`config.mk`:
```
export PLATFORM = sky130hd
export DESIGN_NAME = lci_div
export DESIGN_NICKNAME = d
export VERILOG_FILES = /design/src/rtl/core/lci_pkg.sv /design/src/rtl/core/lci_div.sv
export SDC_FILE = /design/constraint.sdc
export NUM_CORES = 2
export LEC_CHECK = 0
export BUFFER_PORTS_ARGS = -buffer_cell sky130_fd_sc_hd__buf_2
export CORE_MARGIN = 3
export CORE_UTILIZATION = 33
export DETAILED_ROUTE_END_ITERATION = 8
export PLACE_DENSITY = 0.46
export SYNTH_ARGS = -nofsm -noshare
export SYNTH_HDL_FRONTEND = slang
export SYNTH_MEMORY_MAX_BITS = 65536
export SYNTH_SLANG_ARGS = --single-unit
```
`constraint.sdc`:
```
create_clock -name i_clk -period 8.66 [get_ports i_clk]
set_input_delay 1.732 -clock i_clk [delete_from_list [all_inputs] [get_ports i_clk]]
set_output_delay 1.732 -clock i_clk [all_outputs]
set_load 0.01 [all_outputs]
```
`src/rtl/core/lci_pkg.sv`:
```
// Shared types, constants and widths for the line/circle intersection block.
package lci_pkg;

    localparam int IN_FRAC_BITS  = 8;
    localparam int OUT_FRAC_BITS = 16;

    // Quotient bits produced by each divider before rounding.
    localparam int QUOT_W     = 33;
    localparam int DIV_STAGES = QUOT_W + 3;

    // Discriminant, root and denominator widths.
    localparam int DISC_W     = 62;
    localparam int SQRT_STEPS = 31;
    localparam int ROOT_W     = 31;
    localparam int REM_W      = 33;
    localparam int DEN_W      = 31;
    localparam int NUM_W      = 34;
    localparam int NUMY_W     = 51;

    localparam logic [1:0] CNT_NONE    = 2'd0;
    localparam logic [1:0] CNT_TANGENT = 2'd1;
    localparam logic [1:0] CNT_SECANT  = 2'd2;

    typedef struct packed {
        logic signed [15:0] slope;
        logic signed [15:0] intercept;
        logic        [14:0] radius;
    } t_item;

    typedef struct packed {
        logic        [1:0]  point_count;
        logic signed [31:0] x_first;
        logic signed [31:0] y_first;
        logic signed [31:0] x_second;
        logic signed [31:0] y_second;
    } t_result;

    // Values that ride along with the discriminant through the root stages.
    typedef struct packed {
        logic signed [15:0]      a;
        logic signed [15:0]      b;
        logic signed [31:0]      ab;
        logic        [DEN_W-1:0] den;
        logic        [1:0]       cnt;
    } t_side;

endpackage

```
`src/rtl/core/lci_div.sv`:
```
// Pipelined signed divider: round(num * 2^(SHIFT-1) / den), saturated to 32 bits.
module lci_div #(
    parameter int NUM_W = lci_pkg::NUM_W,
    parameter int DEN_W = lci_pkg::DEN_W,
    parameter int SHIFT = lci_pkg::OUT_FRAC_BITS + 1
) (
    input  logic                    i_clk,
    input  logic                    i_rst_n,
    input  logic                    i_valid,
    input  logic signed [NUM_W-1:0] i_num,
    input  logic        [DEN_W-1:0] i_den,
    output logic                    o_valid,
    output logic signed [31:0]      o_quot
);

    localparam int QW = lci_pkg::QUOT_W;
    localparam int NW = NUM_W + SHIFT;
    localparam int TW = NW - QW;
    localparam logic [QW-1:0] LIM_POS = QW'(32'h7FFF_FFFF);
    localparam logic [QW-1:0] LIM_NEG = QW'(32'h8000_0000);

    // front stage: sign and magnitude
    logic             r_a_v;
    logic             r_a_neg;
    logic [NUM_W-1:0] r_a_mag;
    logic [DEN_W-1:0] r_a_den;

    always_ff @(posedge i_clk) begin
        if (!i_rst_n) begin
            r_a_v <= 1'b0;
        end else begin
            r_a_v <= i_valid;
        end
        r_a_neg <= i_num[NUM_W-1];
        r_a_mag <= i_num[NUM_W-1] ? $unsigned(-i_num) : $unsigned(i_num);
        r_a_den <= i_den;
    end

    // long division stages, index 0 holds the overflow check result
    logic             r_v   [0:QW];
    logic             r_neg [0:QW];
    logic             r_sat [0:QW];
    logic [DEN_W-1:0] r_den [0:QW];
    logic [DEN_W-1:0] r_rem [0:QW];
    logic [QW-1:0]    r_low [0:QW];
    logic [QW-1:0]    r_q   [0:QW];

    logic [NW-1:0]       w_n;
    logic [TW-1:0]       w_t;
    logic [TW+DEN_W-1:0] w_t_ext;

    assign w_n     = {r_a_mag, {SHIFT{1'b0}}};
    assign w_t     = w_n[NW-1:QW];
    assign w_t_ext = {{DEN_W{1'b0}}, w_t};

    always_ff @(posedge i_clk) begin
        if (!i_rst_n) begin
            r_v[0] <= 1'b0;
        end else begin
            r_v[0] <= r_a_v;
        end
        r_neg[0] <= r_a_neg;
        r_sat[0] <= w_t_ext >= {{TW{1'b0}}, r_a_den};
        r_den[0] <= r_a_den;
        r_rem[0] <= w_t_ext[DEN_W-1:0];
        r_low[0] <= w_n[QW-1:0];
        r_q[0]   <= '0;
    end

    for (genvar k = 0; k < QW; k++) begin : g_step
        logic [DEN_W:0] w_rem2;
        logic           w_ge;
        logic [DEN_W:0] w_diff;

        assign w_rem2 = {r_rem[k], r_low[k][QW-1]};
        assign w_ge   = w_rem2 >= {1'b0, r_den[k]};
        assign w_diff = w_rem2 - {1'b0, r_den[k]};

        always_ff @(posedge i_clk) begin
            if (!i_rst_n) begin
                r_v[k+1] <= 1'b0;
            end else begin
                r_v[k+1] <= r_v[k];
            end
            r_neg[k+1] <= r_neg[k];
            r_sat[k+1] <= r_sat[k];
            r_den[k+1] <= r_den[k];
            r_rem[k+1] <= w_ge ? w_diff[DEN_W-1:0] : w_rem2[DEN_W-1:0];
            r_low[k+1] <= {r_low[k][QW-2:0], 1'b0};
            r_q[k+1]   <= {r_q[k][QW-2:0], w_ge};
        end
    end

    // round half away from zero, clamp, restore sign
    logic [QW:0]   w_qp1;
    logic [QW-1:0] w_rnd;
    logic [QW-1:0] w_lim;
    logic [QW-1:0] w_mag;

    assign w_qp1 = {1'b0, r_q[QW]} + {{QW{1'b0}}, 1'b1};
    assign w_rnd = w_qp1[QW:1];
    assign w_lim = r_neg[QW] ? LIM_NEG : LIM_POS;
    assign w_mag = (r_sat[QW] || w_rnd > w_lim) ? w_lim : w_rnd;

    logic               r_o_v;
    logic signed [31:0] r_o_quot;

    always_ff @(posedge i_clk) begin
        if (!i_rst_n) begin
            r_o_v <= 1'b0;
        end else begin
            r_o_v <= r_v[QW];
        end
        r_o_quot <= r_neg[QW] ? -$signed(w_mag[31:0]) : $signed(w_mag[31:0]);
    end

    assign o_valid = r_o_v;
    assign o_quot  = r_o_quot;

endmodule

```
Yosys cells after proc, flatten, opt, wreduce, memory -nomap -nowiden:

Memory sizes are Yosys's and may differ from the RTL's. A register that Yosys moved wholly into a read port is not among the register bits.
Index checks and enable logic that the tools add are counted.

* add/sub/neg operators: 36
* $lt $le $gt $ge: 35
* multiplexer cells: 73
* bitwise operators: 34
* reductions and logical operators: 2

Operator list (number)
* $ge 32x31->1: 33
* $mux 31: 33
* $sub 31x31->31: 33
* $mux 32: 3
* $mux 1: 36
* $add 33x1->34 const B: 1
* $neg 34->34: 1
* $or 1x1->1: 34
* $gt 33x32->1: 1
* $mux 33: 1
* $neg 32->32: 1
* $ge 18x31->1: 1
* $logic_not 1->1: 1
* $logic_or 1x1->1: 1

* register bits: 99
* RAM bits: 4420
* input bits: 68
* output and inout port bits: 33
* word-level logic and storage cells: 193
* memories kept: 7

Memory list
* r_q: depth 34, width 33, read ports 34, clocked after memory_dff 0, write ports 34, RTL line lci_div.sv:46 `logic [QW-1:0] r_q [0:QW];`
* r_low: depth 34, width 32, read ports 33, clocked after memory_dff 0, write ports 34, RTL line lci_div.sv:45 `logic [QW-1:0] r_low [0:QW];`
* r_den: depth 34, width 31, read ports 33, clocked after memory_dff 0, write ports 34, RTL line lci_div.sv:43 `logic [DEN_W-1:0] r_den [0:QW];`
* r_rem: depth 34, width 31, read ports 33, clocked after memory_dff 0, write ports 34, RTL line lci_div.sv:44 `logic [DEN_W-1:0] r_rem [0:QW];`
* r_neg: depth 34, width 1, read ports 34, clocked after memory_dff 0, write ports 34, RTL line lci_div.sv:41 `logic r_neg [0:QW];`
* r_sat: depth 34, width 1, read ports 34, clocked after memory_dff 0, write ports 34, RTL line lci_div.sv:42 `logic r_sat [0:QW];`
* +1 memories

Logic depth before layout (Yosys ltp):

An unclocked memory read counts as a cell.

* word-level depth: 7
* gate-level depth with buffers: 30
* gate-level depth less buffers: 28

Worst setup path after synthesis:

OpenSTA, ideal clock, no wires.

* path type: register to register
* start: memory r_q[33][0] (netlist bit)
* end: register r_o_quot[28] (netlist: o_quot[28])
* library setup time: 0.132 ns
* data arrival time: 5.929 ns
* data required time: 8.528 ns
* setup slack: 2.599 ns
* stages on the path, launching flop included: 29
* buffers on the path: 4
* clock period less this slack: 6.061 ns
* path through: dfxtp_1 > ha_1 > and4_1 > buf_2 > nand3_1 > nor3_2 > and3_1 > xnor2_1 > inv_1 > ha_1 > nand3_1 > or2_2 > nor4_1 > and3_1 > a21oi_1 > or2_2 > clkbuf_1 > clkbuf_1 > o21ai_0 > ha_1 > clkbuf_1 > nand2b_1 > a21o_1 > nor3_1 > nand4_1 > mux2_2 > or2_2 > o311ai_1 > a21oi_1

RTL lines
* from (decl): RTL line lci_div.sv:46
* to (signal assigned): RTL line lci_div.sv:114 `r_o_quot <= r_neg[QW] ? -$signed(w_mag[31:0]) : $signed(w_mag[31:0]);`
* to (decl): RTL line lci_div.sv:106 `logic signed [31:0] r_o_quot;`

==> impl_results.md <==
- Cell area after synthesis: roughly 120000 sq um
- Maximum Capacitance Violations: 0
- Core footprint: 373000 sq um
- Clock period minus worst slack: 7.47 ns
- Tightest Pin Transition: 1.04 ns
- Worst hold start: r_q[12][6]
- Number of different library cells in the post-synthesis netlist: 103
- Cell accounting for the most synthesized area: dfxtp_1
- Maximum clock skew at final layout: 0.0660 ns
- Share of synthesized area occupied by flip-flops and latches: 47.3%
- Io pins: approximately 100
- Die X-Extent: between 600 and 700 microns
- Critical Path End Type: flop
- Leakage power summed over all cells: 63.9 nW
- Height of the chip: slightly above 600 microns
- Startpoint Class: flop
- Fraction of the cycle the final worst path needs: between 80% and 90%
- Setup-failing EPs final: 0
- Detail-routed via count per cell: 4.68
- Max Freq: roughly 130 MHz
- #FFs+latches synth: between 2000 and 3000
- Number of instances in the synthesized netlist: around 13000
- EDFF count, synth: 0
- Power per unit of standard cell area: just under 400 nW/um^2
- TritonCTS clock tree: built
- Type of the most critical hold path: reg2reg
- Simple-Gate Fraction of Synth Area: between 10% and 20%
- Synth warn: 0
- Iteration count of the initial detailed-routing pass: 5
- CTS resizes: 0
- Clock transition at the registers of the reported paths: 0.06 ns
- Number of nets in the final layout: 14000
- Count of final hold-check violations: 0
- Half-perimeter wire length after detailed placement: 237000 microns
- Post-synthesis share of cell area spent on xor and xnor gates: approximately 6%
- Skew-Pair Late Insertion Delay: 0.91 ns
- Filler Cells Inserted: roughly 37000
- Met2 layer wire length in the routed design: between 100000 and 150000 microns
- Slew margin rel.: between 20% and 30%
- Library cell appearing most often on the critical path: ha_1
- Post-layout worst setup margin: around 1.2 ns
- Number of antenna violations at the first check in global routing: 14
- Via count of the first global-routing pass: roughly 85000
- Total clock buffers created by CTS: 332
- Status: finished, final reports clean
- Detailed router's first-iteration violation count: about 4000
- Root Buffer Master: clkbuf_16
- Largest fanout on the critical path: 30
- Residual DRC: 0
- Antenna Nets Post-Route: 0
- Share of the synthesized area in the top cell type: 47.3%
- Total of buffers placed on input and output ports: 100
- Hold buffer count at cts: 0
- Launch point of the critical path: r_q[33][0]
- Leading cell type in the layout, fill and taps excluded: dfxtp_1
- Fraction of layout instances using a drive strength above 1: about a tenth
- Maximum number of pins on one net before global-route repair: between 60 and 70
- Met1 Wirelength: 143000 microns
- RSZ-0062 raised after global routing: false
- Synthesized-area fraction occupied by adder cells: between 10% and 20%
- Net count after synthesis: 13800
- Mean post-synth cell area: roughly 9.9 sq um
- Worst IR drop on VDD: roughly 0.16 mV
- Fraction of the mapped netlist area in compound gates: between 15 and 20%
- Required time at the worst-slack endpoint: 9.44 ns
- Routed wire per std cell: ~17 microns
- Top metal layer carrying routed signals: met4
- Initial core utilization: about 33%
- Aggregate routed wire length: 302000 microns
- Maximum level of the CTS H-tree: 5
- Area contributors post-synth: dfxtp_1, ha_1, mux2_2
- Type of the worst setup path: reg2reg
- Mux share of post-synthesis cell area: 4.80%
- First-pass GRT wire length: 478000 microns
- Data arrival time of the worst path: roughly 8.3 ns
- Synth-to-Final Area Change: 14.3%
- Slowest stage cell on the critical path: nor4_1
- Number of cell rows: 224
- Largest family of logic cells by synthesized area: compound AO/OA/AOI/OAI gates
- Remaining Overflow, GRT: 0
- Synth async-reset ratio: 0%
- Clk sink count: 2932
- Longest Clk Path Bufs: 4
- DIE AREA: 383000 sq um
- Total negative slack for setup checks: 0 ns
- Max-slew violations: 0
- Setup WS pre-CTS: 1.18 ns
- Vias post-DR: around 85000
- Most used cells in the layout excluding fill and tap cells: dfxtp_1, inv_1, ha_1
- Count of buffers added by post-CTS timing repair for setup: 0
- Main synth FF type: dfxtp_1
- Routability cong.: about 0.85
- Amount of wire on met3 after detailed routing: roughly 9400 microns
- Reg2reg start: r_q[33][0]
- Maximum single-stage delay on the critical path: 0.58 ns
- Combined global-route utilization of all metal layers: approximately 15%
cells by family (layout without fill, tap and decap cells):
group	count (synthesis)	after routing
DFF	2932	2932
muxes	528	528
buffers and inverters	1500	2040
other	0	2
xor gates and xnor gates	858	858
adders and majority gates	1095	1095
and+or+nand+nor	2625	2625
AOI/OAI and AO/OA	3049	3049
per-stage QoR:
step / total power (W) / hold WS, ns / instance area, sq um / cells / util (%)
after global placement: 0.0406 / 0.310 / 130000 / 17500 / 34.9
after floorplan: 0.0350 / 0.310 / 124000 / 12600 / -
final: 0.0545 / 0.303 / 142000 / 18100 / 38.0
after detailed placement: 0.0405 / 0.312 / 130000 / 17500 / 34.9
after CTS: 0.0553 / 0.296 / 142000 / 18100 / 38.0
after global routing: 0.0587 / 0.305 / 142000 / 18100 / 38.0
synthesized netlist by cell type, types with 42 or more instances:
cell type and instances:
nand2_1 731, o31ai_1 99, o211ai_1 55, mux2_2 457
clkbuf_1 137, or3_1 78, o21a_1 196, nor2_1 650
o21bai_1 87, xnor2_1 557, nor4_1 45, nand2b_1 171
nor3_1 152, inv_1 1296, a21o_1 376, xor2_1 301
nand3_1 207, a21oi_1 849, and3_1 71, ha_1 1063
nor2b_1 149, or2_2 52, o21ai_0 773, a31oi_1 93
o31a_1 46, and4_1 42, dfxtp_1 2932, a211oi_1 79
nand4_1 135, and2_1 78
critical path: cells and delay by family (launching register included):
family | cells | cell delay (ns)
flops | 1 | 0.38
fa+ha+maj | 3 | 0.97
mux | 1 | 0.10
compound gates | 6 | 1.37
buf+inv | 3 | 0.44
simple gates | 14 | 3.67
xor+xnor | 1 | 0.38
report_power, final:
part / switching, W / leakage, nW / total (W) / internal, W
clock network: 0.00572 / 5.58 / 0.0143 / 0.00863
logic: 0.0117 / 33.8 / 0.0214 / 0.00974
registers: 0.00197 / 24.6 / 0.0187 / 0.0167
total: 0.0194 / 63.9 / 0.0545 / 0.0351
flip-flops by register name, summed over array words and instances, names as in the netlist:
signal	flops
r_den	1023
r_a_den	31
r_neg	34
o_valid	1
r_rem	1010
r_v	34
r_a_neg	1
r_a_mag	34
r_q	561
o_quot	32
r_a_v	1
r_low	136
r_sat	34
final timing paths:
check               end  cells after the start  slack, ns
max          o_quot[30]                     28       1.19
min          r_q[13][7]                      0       0.30
max reg2reg  o_quot[30]                     28       1.19
min reg2reg  r_q[13][7]                      0       0.30
metal layers:
metal	track usage, %	up-vias
met1	20.2	39000
li1	-	44100
met3	2.08	425
met4	3.93	0
met2	26.7	1085
met5	0	-
area by class of cell:
class / count / area, sq um / area share [%]
antenna: 2 / 5.00 / 0.00353
clock buffer: 448 / 9440 / 6.66
clock inverter: 155 / 1930 / 1.36
inverter: 1297 / 4870 / 3.44
multi-input combinational: 8155 / 59700 / 42.2
sequential: 2932 / 58700 / 41.4
tap: 4972 / 6220 / 4.39
timing repair buffer: 140 / 801 / 0.565
Note: power is estimated with default switching activity, not from simulation.
